<file path="src/sv/bpa_pkg.sv">
`timescale 1ns / 1ps

package bpa_pkg;

    localparam int IDX_W = 13;
    localparam int CNT_W = 14;

    localparam logic [IDX_W-1:0] START_RESET = 13'd256;

    typedef enum logic [2:0] {
        S_CLEAR,
        S_IDLE,
        S_DECODE,
        S_SCAN,
        S_MSETUP,
        S_MARK,
        S_RESP
    } t_state;

    typedef enum logic [1:0] {
        REQ_ALLOC = 2'd0,
        REQ_MARK  = 2'd1,
        REQ_FREE  = 2'd2
    } t_req;

    typedef enum logic [1:0] {
        ST_OK    = 2'd0,
        ST_NOFIT = 2'd1,
        ST_BAD   = 2'd2
    } t_status;

    // Outcome of scanning one byte of the used map.
    typedef struct packed {
        logic             found;
        logic             new_first;
        logic [2:0]       first_off;
        logic [CNT_W-1:0] run;
    } t_scan_res;

endpackage

</file>
<file path="src/sv/bpa_scan.sv">
`timescale 1ns / 1ps

// Walks eight pages of the map, carrying the free-run length across them.
module bpa_scan (
    input  logic [7:0]              i_bits,
    input  logic [bpa_pkg::CNT_W-1:0] i_run,
    input  logic [bpa_pkg::CNT_W-1:0] i_count,
    output bpa_pkg::t_scan_res      o_res
);

    always_comb begin
        logic [bpa_pkg::CNT_W-1:0] run;
        logic                      found;
        logic                      nf;
        logic [2:0]                off;
        run   = i_run;
        found = 1'b0;
        nf    = 1'b0;
        off   = 3'd0;
        for (int j = 0; j < 8; j++) begin
            if (!found) begin
                if (i_bits[j]) begin
                    run = '0;
                end else begin
                    if (run == '0) begin
                        nf  = 1'b1;
                        off = 3'(j);
                    end
                    run = bpa_pkg::CNT_W'(run + 1'b1);
                    if (run == i_count) begin
                        found = 1'b1;
                    end
                end
            end
        end
        o_res.found     = found;
        o_res.new_first = nf;
        o_res.first_off = off;
        o_res.run       = run;
    end

endmodule

</file>
<file path="config.mk">
export PLATFORM = sky130hd
export DESIGN_NAME = bpa_scan
export DESIGN_NICKNAME = d
export VERILOG_FILES = /design/src/sv/bpa_pkg.sv /design/src/sv/bpa_scan.sv
export SDC_FILE = /design/constraint.sdc
export NUM_CORES = 1
export LEC_CHECK = 0
export ABC_AREA = 1
export BUFFER_PORTS_ARGS = -buffer_cell sky130_fd_sc_hd__buf_4
export CORE_MARGIN = 3
export CORE_UTILIZATION = 43
export DETAILED_ROUTE_END_ITERATION = 7
export GPL_TIMING_DRIVEN = 0
export PLACE_DENSITY = 0.69
export SLEW_MARGIN = 20
export SYNTH_ARGS = -nofsm -noshare
export SYNTH_HDL_FRONTEND = slang
export SYNTH_SLANG_ARGS = --single-unit
</file>
<file path="constraint.sdc">
create_clock -name vclk -period 18.3
set_input_delay 0.915 -clock vclk [all_inputs]
set_output_delay 0.915 -clock vclk [all_outputs]
set_load 0.1 [all_outputs]
</file>
==> summary.txt <==
Run status
  – Status: complete, no violations

Placed design
  – DP HPWL: between 20000 and 30000 um
  – Dpl cells: roughly 2000
  – Gp weighted congestion: between 0.9 and 1
  – PortBufs: 41

Synth
  – Syn Area/Cell: just under 5 um2
  – Yosys warning count: 0
  – Share of the yosys chip area belonging to registers: 0%
  – Syn Inst Count: around 1700
  – Synth unique cells: 46
  – Post-Syn Area: 0.00811 mm2
  – Net Count, Synth: 1736

Finish
  – N_diodes: 0
  – Register area: 0 um2
  – FF+latch count: 0
  – Fin cells: 1955
  – Clock Buffer Count: 0
  – Layout cells sized above 1: between 15 and 20%
  – Layout Nets: roughly 1800
  – Area growth, synth to finish: 7.32%
  – Fillers: 2091

STA
  – Max_slew headroom: 39.5%
  – Final worst path period need: 10970 ps
  – Final max-slew violation count: 0
  – Tcrit/Tclk final: between 50% and 60%
  – Final-report hold violation count: 0
  – Setup TNS Final: 0 ps
  – RSZ-0062 raised after global routing: false
  – Setup-failing EPs final: 0
  – Worst slew pin tran: approximately 910 ps
  – Fmax: 91.2 MHz

Die
  – Total die area: 0.0206 mm2
  – FP Rows: between 40 and 50
  – Die Wd: between 100 and 150 um
  – Core Region: 0.0183 mm2
  – Die H: roughly 140 um
  – I/O pin count: 55
  – Initial Utilization: between 40% and 50%

Worst setup path
  – CP Max Fanout: 10
  – CP endpoint kind: output pin
  – CP max stage delay: ~770 ps
  – CP max-delay cell: clkinv_1
  – Most used cell, CP: nand2_1
  – Data arrival, critical path: slightly above 10000 ps
  – Crit start category: primary input
  – Critical path class: primary input to output pin
  – Data required time of the worst path: ~17000 ps

Route
  – DR WL/cell: 16.3 um
  – DRC: 0
  – Detailed-route via count: about 11000
  – Routed wire length: about 32000 um
  – DRT antenna net count: 0
  – Via/cell ratio: 5.80
  – Drt first pass iters: 6
  – First-iteration detailed-routing DRC count: ~1200

Global routing
  – GRT met3 Usage: 5.12%
  – Initial antenna violation count: 0
  – Met2 usage: 46.5%
  – GRT Total Usage: between 20% and 30%
  – Grt met1 use: between 40% and 50%
  – Busiest grt layer: met2
  – GRT Residual Overflow: 0
  – First-pass GRT wire length: between 50000 and 60000 um
  – Vias in the first global route: ~10000
  – Largest net degree at the start of global routing: 11

Power
  – Leakage: around 4.3 nW
  – PwrDens: approximately 17 mW/mm2
  – VDD IR-drop max: ~11 uV

Run
  – Max_cap viols: 0

CTS
  – Post-CTS Resized: 0
  – Post-CTS Setup Inserts: 0
  – CTS Hold Bufs: 0

Min path
  – Worst Hold Class: primary input to output pin
-- final cells by class --
cell class	instances	area [um2]	area share (%)
Timing Repair Buffer	41	308	3.53
Tap cell	229	287	3.29
Multi-Input combinational cell	1471	7220	82.9
Buffer	31	205	2.36
Inverter	183	687	7.89
-- layout by cell type, fill, tap and decap left out, types with 2 or more instances in the layout --
cell type and n:
inv_2 36, nor2_1 170, nor4_1 14, o21bai_2 2
o21ai_1 22, ha_1 15, and2_1 3, nand3b_1 9
clkinv_1 9, nor2_4 19, buf_6 9, o21ai_0 10
o22ai_2 2, nand3_1 277, nand3_4 3, nor3_1 11
nand4_1 66, nand3_2 22, inv_1 138, xor2_1 9
nor2_8 2, a21oi_1 18, nor2_2 28, o21ai_2 16
buf_4 45, buf_1 4, buf_2 5, o31ai_1 2
o21bai_1 4, clkbuf_1 9, nand2_4 7, nand2_2 59
nand2_1 668
-- power by group --
group / internal, W / switching, W
clock: 0 / 0
sequential: 0 / 0
combinational: 0.0000406 / 0.000111
-- final timing paths --
check	from	cells past startpoint	slack [ps]	end
setup / recovery	i_count[3]	62	7330	o_res[18]
hold / removal	i_bits[7]	5	2390	o_res[16]
-- per-stage QoR --
step | instance area (um2) | setup slack, ps | util, % | power, W | hold slack [ps]
finish | 8710 | 7330 | 47.7 | 0.000152 | 2390
CTS | 8710 | 7500 | 47.7 | 0.000149 | 2370
global placement | 8710 | 7610 | 47.7 | 0.000146 | 2370
detailed placement | 8710 | 7510 | 47.7 | 0.000148 | 2370
global route | 8710 | 6710 | 47.7 | 0.000165 | 2400
floorplan | 8110 | 9070 | - | 0.000107 | 2470
-- cells by family after synthesis --
| logic type | after synthesis | synth area share [%] |
|---|---|---|
| AND/OR/NAND/NOR | 1360 | 78.3 |
| buffers and inverters | 214 | 11.0 |
| AO/OA/AOI/OAI | 86 | 7.17 |
| adder cells (fa/ha/maj) | 15 | 2.31 |
| XOR/XNOR | 10 | 1.26 |
-- per-layer routing --
layer	share of wire, %	up-vias
met5	0	-
met1	42	5055
met3	11	92
met4	4.4	0
li1	-	5572
met2	43	618
-- critical path, delay by kind of cell --
kind                       cells  cell delay (ps)
adders and majority gates      3              760
and+or+nand+nor               50             5830
buffers and inverters          6             2030
AOI/OAI and AO/OA              3              480
-- synthesized netlist by cell type (2+ instances only) --
master	n	area, um2
a21oi_1	18	90.1
and2_1	3	18.8
buf_1	4	15.0
buf_2	5	25.0
buf_4	4	30.0
buf_6	9	101
clkbuf_1	9	33.8
clkinv_1	9	33.8
ha_1	15	188
inv_1	138	518
inv_2	36	135
nand2_1	668	2510
nand2_2	59	369
nand2_4	7	78.8
nand3_1	277	1390
nand3_2	22	220
nand3_4	3	52.6
nand3b_1	9	67.6
nand4_1	66	413
nor2_1	170	638
nor2_2	28	175
nor2_4	19	214
nor2_8	2	40.0
nor3_1	11	55.1
nor4_1	14	87.6
o21ai_0	10	50.1
o21ai_1	22	110
o21ai_2	16	140
o21bai_1	4	30.0
o21bai_2	2	22.5
o22ai_2	2	25.0
o31ai_1	2	15.0
xor2_1	9	78.8
(Power assumes the default switching activity.)
